--- src/rtl/core/lms_adaptive_noise_canceller_unit_macros.svh ---
// Assertion macros shared by the LMS noise canceller RTL.
// Expect clk_i and rst_ni in the scope of each use.
`ifndef LMS_ADAPTIVE_NOISE_CANCELLER_UNIT_MACROS_SVH
`define LMS_ADAPTIVE_NOISE_CANCELLER_UNIT_MACROS_SVH

// Same-cycle implication, checked outside reset.
`define LMS_ANC_ASSERT_IMP(label, ante, cons, msg) \
  label: assert property (@(posedge clk_i) disable iff (!rst_ni) (ante) |-> (cons)) \
    else $error(msg);

// Next-cycle implication, checked outside reset.
`define LMS_ANC_ASSERT_NXT(label, ante, cons, msg) \
  label: assert property (@(posedge clk_i) disable iff (!rst_ni) (ante) |=> (cons)) \
    else $error(msg);

`endif

--- src/rtl/core/lms_anc_pkg.sv ---
// Shared types and constants of the LMS noise canceller.
// No dependencies; used by interfaces, ctrl, datapath, top.
package lms_anc_pkg;

  localparam int unsigned TapsDefault = 128;
  localparam int unsigned SampleW     = 16;
  localparam int unsigned WeightW     = 32;
  localparam int unsigned ProdW       = WeightW + SampleW;
  localparam int unsigned AccW        = 64;
  localparam int unsigned FracBits    = 24;
  localparam int unsigned ShiftW      = 6;
  localparam logic [ShiftW-1:0] ShiftReset = 6'd16;

  typedef enum logic [2:0] {
    StClear,
    StIdle,
    StFilt,
    StFiltDrain,
    StErr,
    StUpd,
    StUpdDrain
  } ctrl_state_e;

  typedef struct packed {
    logic clr;
    logic accept;
    logic issue;
    logic upd;
    logic rewind;
    logic err_load;
  } ctrl_cmd_t;

  typedef struct packed {
    logic last;
    logic pipe_empty;
    logic out_free;
  } ctrl_sts_t;

endpackage

--- src/rtl/core/lms_anc_ctrl.sv ---
// Sequencer of the LMS noise canceller: clear, filter, error, update passes.
// Depends on lms_anc_pkg and the assertion macro header.
`include "lms_adaptive_noise_canceller_unit_macros.svh"

module lms_anc_ctrl (
  input  logic                   clk_i,
  input  logic                   rst_ni,
  input  logic                   in_valid_i,
  output logic                   in_ready_o,
  input  lms_anc_pkg::ctrl_sts_t sts_i,
  output lms_anc_pkg::ctrl_cmd_t cmd_o
);
  import lms_anc_pkg::*;

  ctrl_state_e state_q, state_d;

  always_ff @(posedge clk_i or negedge rst_ni) begin
    if (!rst_ni) begin
      state_q <= StClear;
    end else begin
      state_q <= state_d;
    end
  end

  always_comb begin
    state_d = state_q;
    case (state_q)
      StClear: begin
        if (sts_i.last) state_d = StIdle;
      end
      StIdle: begin
        if (in_valid_i) state_d = StFilt;
      end
      StFilt: begin
        if (sts_i.last) state_d = StFiltDrain;
      end
      StFiltDrain: begin
        if (sts_i.pipe_empty) state_d = StErr;
      end
      StErr: begin
        if (sts_i.out_free) state_d = StUpd;
      end
      StUpd: begin
        if (sts_i.last) state_d = StUpdDrain;
      end
      StUpdDrain: begin
        if (sts_i.pipe_empty) state_d = StIdle;
      end
      default: state_d = StClear;
    endcase
  end

  always_comb begin
    cmd_o      = '0;
    in_ready_o = 1'b0;
    case (state_q)
      StClear: begin
        cmd_o.clr = 1'b1;
      end
      StIdle: begin
        in_ready_o   = 1'b1;
        cmd_o.accept = in_valid_i;
      end
      StFilt: begin
        cmd_o.issue = 1'b1;
      end
      StErr: begin
        cmd_o.err_load = sts_i.out_free;
        cmd_o.rewind   = sts_i.out_free;
      end
      StUpd: begin
        cmd_o.issue = 1'b1;
        cmd_o.upd   = 1'b1;
      end
      default: begin
        cmd_o      = '0;
        in_ready_o = 1'b0;
      end
    endcase
  end

  `LMS_ANC_ASSERT_NXT(a_accept_starts_filter, in_valid_i && in_ready_o, state_q == StFilt, "accepted word did not start a filter pass")
  `LMS_ANC_ASSERT_IMP(a_err_after_drain, cmd_o.err_load, sts_i.pipe_empty && sts_i.out_free, "error loaded with pipeline busy or output full")
  `LMS_ANC_ASSERT_IMP(a_idle_quiet, state_q == StIdle, sts_i.pipe_empty, "pipeline busy while idle")

endmodule

--- config.mk ---
export PLATFORM = sky130hd
export DESIGN_NAME = lms_anc_ctrl
export DESIGN_NICKNAME = d
export VERILOG_FILES = /design/src/rtl/core/lms_anc_pkg.sv /design/src/rtl/core/lms_anc_ctrl.sv
export VERILOG_INCLUDE_DIRS = /design/src /design/src/rtl/core
export SDC_FILE = /design/constraint.sdc
export NUM_CORES = 1
export LEC_CHECK = 0
export BUFFER_PORTS_ARGS = -buffer_cell sky130_fd_sc_hd__buf_2
export CAP_MARGIN = 20
export CELL_PAD_IN_SITES_DETAIL_PLACEMENT = 1
export CELL_PAD_IN_SITES_GLOBAL_PLACEMENT = 1
export CORE_AREA = 4 4 41 43
export DETAILED_ROUTE_END_ITERATION = 8
export DIE_AREA = 0 0 45 47
export GPL_TIMING_DRIVEN = 0
export HOLD_SLACK_MARGIN = 0.03
export PLACE_DENSITY_LB_ADDON = 0.08
export SLEW_MARGIN = 25
export SYNTH_ARGS = -nofsm -noshare
export SYNTH_HDL_FRONTEND = slang
export SYNTH_SLANG_ARGS = --single-unit
--- constraint.sdc ---
create_clock -name clk_i -period 1.5 [get_ports clk_i]
set_clock_uncertainty 0.1 [all_clocks]
set_input_delay 0.225 -clock clk_i [delete_from_list [all_inputs] [get_ports clk_i]]
set_output_delay 0.225 -clock clk_i [all_outputs]
set_load 0.01 [all_outputs]
; ---- Word level (Yosys, flattened, before mapping)
; Cells that the tools add are included.
[totals]
output_inout_bits = 7
word_cells = 31
reg_bits = 3
in_bits = 6
[op_classes]
n_mux = 14
eq_ne = 13
n_reduce_logical = 3
[op_table]
columns = op, count
row1 = $mux W3, 7
row2 = $pmux W3 S7, 1
row3 = $ne A2 B2 Y1 const B, 7
row4 = $eq A3 B3 Y1 const B, 3
row5 = $reduce_and A7 Y1, 1
row6 = $eq A3 B2 Y1 const B, 2
row7 = $mux W1, 5
row8 = $eq A3 B1 Y1 const B, 1
row9 = $logic_not A3 Y1, 1
row10 = $mux W2, 1
row11 = $reduce_or A2 Y1, 1

; ---- Depth between registers and ports, before layout
[logic_depth]
ltp_word = 3
depth_mapped = 4

; ---- Worst setup path before layout
; Ideal clock, no wire load.
[synth_path]
path_kind = flip-flop to output port
start = register state_q[0]
end = output cmd_o[1] in the netlist's numbering
arrival_ns = 1.051
required_ns = 1.175
path_stages_with_launch = 4
path_slack_ns = 0.124
cell_sequence = dfrtp_1 buf_4 nor3_1 buf_4
[synth_lines]
columns = element, line_no
row1 = from (decl), lms_anc_ctrl.sv:15  ; ctrl_state_e state_q, state_d;
row2 = from (signal assigned), lms_anc_ctrl.sv:19  ; state_q <= StClear;
row3 = from (signal assigned), lms_anc_ctrl.sv:21  ; state_q <= state_d;
row4 = to (decl), lms_anc_ctrl.sv:11  ; output lms_anc_pkg::ctrl_cmd_t cmd_o

==> results.yml <==
run_status:
  status: "complete, but fails checks"
  failed_checks: "negative setup slack"
sta:
  rsz0062_at_grt: "true"
  period_needed_ns: 1.52
  fin_ws_ns: -0.0158
  fmax_mhz: 660
  timing.setup.tns_ns: -0.0214
  slew_headroom: 0.869
  setup_viol: 2
  slew_viol_final: 0
  hold_violations: 0
  fin_crit_sh: 1.01
  tightestPinTransition_ns: 0.192
cells_and_area:
  finalNonFillerCells: 68
  reg_top3: "state_q x3"
  layout_common_cells: "buf_2 (11), buf_4 (6), mux2i_1 (4), o21ai_0 (4)"
  top_register: "state_q"
  drive_gt1_frac: 0.642
  fin_nets: 60
  layout_commonest_cell: "buf_2"
  fillers: 162
  largest_reg_flops: 3
  post-route-cell-area_sq_um: 474
  final_util: 0.364
  area_growth_syn_to_layout_pct: 84.0
  num_antenna_cells: 0
synthesis:
  syn_inst: 31
  yosysSeqAreaShare: 0.291
  synthMuxAreaShare: 0.155
  syn_nets: 37
  synth-simple-area-share: 0.218
  ys_seq_elements: 3
  yosys.area_share.adder: 0
  synth_area_sq_um: 258
  synth_warnings: 0
  synth_cell_types: 16
  synth_compound_area_frac: 0.199
  synth_top_family_by_area: "simple AND/OR/NAND/NOR gates"
  synth.avg_cell_area_sq_um: 8.31
  synth_xor_area_frac: 0
clock_tree:
  htree_num_levels: 1
  clk_path_buf_depth: 2
  cts_root_buf: "clkbuf_4"
  clkSinkCount: 3
  path_clk_slew_ns: 0.04
  cts_made_buffers: 3
  cts_tree: "done"
  clkLatencyLatePin_ns: 0.24
critical_path:
  worstSetupEndpoint: "cmd_o[4]"
  rr_startpoint: "state_q[1]$_DFFE_PN0P_"
  worstSetupPathType: "reg2out"
  r2r_setup_slack_ns: 0.15
  cp.depth: 4
  start_kind: "register"
  r2r_end: "state_q[0]$_DFFE_PN0P_"
  path_delay_family: "flip-flops"
  crit_buf_inv: 1
  cp-startpoint: "state_q[1]$_DFFE_PN0P_"
  worstPathArrival_ns: 1.19
  max_stage_delay_ns: 0.44
  path_cells: "nand2b_4 -> nor2_4 -> and2_4 -> buf_6"
  cp_max_fo: 4
  required_ns: 1.17
  end_kind: "output pin"
  ff2ff_path_depth: 5
  crit_slowest_cell: "dfrtp_2"
placed_design:
  dp_cells: 58
  io_buffers: 12
  place_area_sq_um: 337
  gp_congestion: 0.737
detailed_routing:
  via_per_inst: 4.84
  first_pass_iters: 4
  drc: 0
  wl_per_cell_um: 13.7
  dr_total_vias: 329
  postRouteAntennaNets: 0
  drtIter0Drc: 1
  wirelength_um: 933
flow_run:
  cap_violations: 0
floorplan:
  die-area_sq_um: 2120
  ios: 13
  die_w_um: 45
  rows: 13
  initial_core_util: 0.198
  fp.dieH_um: 47
  core_sq_um: 1300
global_route:
  grt_pass1_wl_mm: 1.46
  first_global_vias: 367
  grt.overflow.total: 0
  antenna_found_initial: 0
  global_route.usage.total: 0.104
  grt_max_degree: 11
pwr:
  power_density_nw_per_um2: 2150
  total_power_mw: 1.02
  peakVddDrop_mv: 0.602
  p_leak_nw: 0.230
hold_path:
  holdCritPathClass: "in2async"
-- logic make-up after synthesis --
group	Yosys count
mux	4
simple gates	11
compound gates	8
flops	3
buf+inv	5
-- cells in the mapped netlist --
cell type  n  area [sq um]
buf_6      1          11.3
nor2_1     3          11.3
inv_1      1          3.75
and2_1     1          6.26
buf_2      1          5.00
mux2i_1    4          40.0
a21oi_1    1          5.00
o22ai_1    1          6.26
dfrtp_1    3          75.1
buf_4      2          15.0
a21oi_2    1          8.76
nor3_1     2          10.0
nand2_1    4          15.0
o221a_1    1          11.3
o21ai_0    4          20.0
nand2b_4   1          13.8
-- worst min path at each step --
stage	start	endpoint	slack, ns	cells after the start
final	rst_ni	state_q[0]$_DFFE_PN0P_	0.20	2
after global routing	sts_i[1]	state_q[2]$_DFFE_PN0P_	0.22	3
after CTS	sts_i[1]	state_q[2]$_DFFE_PN0P_	0.19	3
after detailed placement	rst_ni	state_q[2]$_DFFE_PN0P_	-0.08	1
after global placement	rst_ni	state_q[2]$_DFFE_PN0P_	-0.08	1
after floorplan	rst_ni	state_q[0]$_DFFE_PN0P_	-0.17	0
-- power by group --
part           switching (mW)  leakage (nW)  internal, mW  total, mW
combinational           0.344         0.180         0.369      0.714
sequential             0.0344        0.0357         0.122      0.156
clock                  0.0506        0.0150         0.100      0.151
total                   0.429         0.230         0.592       1.02
-- area by class of cell --
type	instances	area, sq um	area share
plain buffers	3	30.0	0.0633
clock buffers	4	26.3	0.0554
inverters	1	6.26	0.0132
multi-input cells	23	183	0.385
flip-flops and latches	3	76.3	0.161
well taps	15	18.8	0.0396
repair buffers	19	134	0.282
-- metal layers --
metal  GRT usage  part of all wire  vias to the layer above
met1      0.0961              0.37                      151
met4       0.164             0.068                        0
met3           0             0.033                        7
met5           0                 0                        -
li1            -                 -                      152
met2       0.172              0.52                       19
-- worst reg2reg max path, delay by kind of cell (launching register included) --
kind / cells / cell delay [ns]
DFF: 1 / 0.44
muxes: 1 / 0.17
buffers and inverters: 2 / 0.28
AOI/OAI and AO/OA: 2 / 0.25
-- stage by stage --
step           setup slack [ns]  hold WS [ns]
3_5_place_dp              0.145       -0.0798
5_1_grt                 -0.0687         0.225
4_1_cts                 -0.0438         0.193
6_report                -0.0158         0.199
2_1_floorplan             0.124        -0.171
3_3_place_gp              0.187       -0.0810
-- repair_timing --
item,in CTS,in global routing
buffers inserted,4,2
gates resized for setup,5,10
endpoints found under the setup margin,4,5
endpoints found under the hold margin,3,0
hold buffers,1,0
pin swaps,1,3
Note: power is estimated with default switching activity, not from simulation.
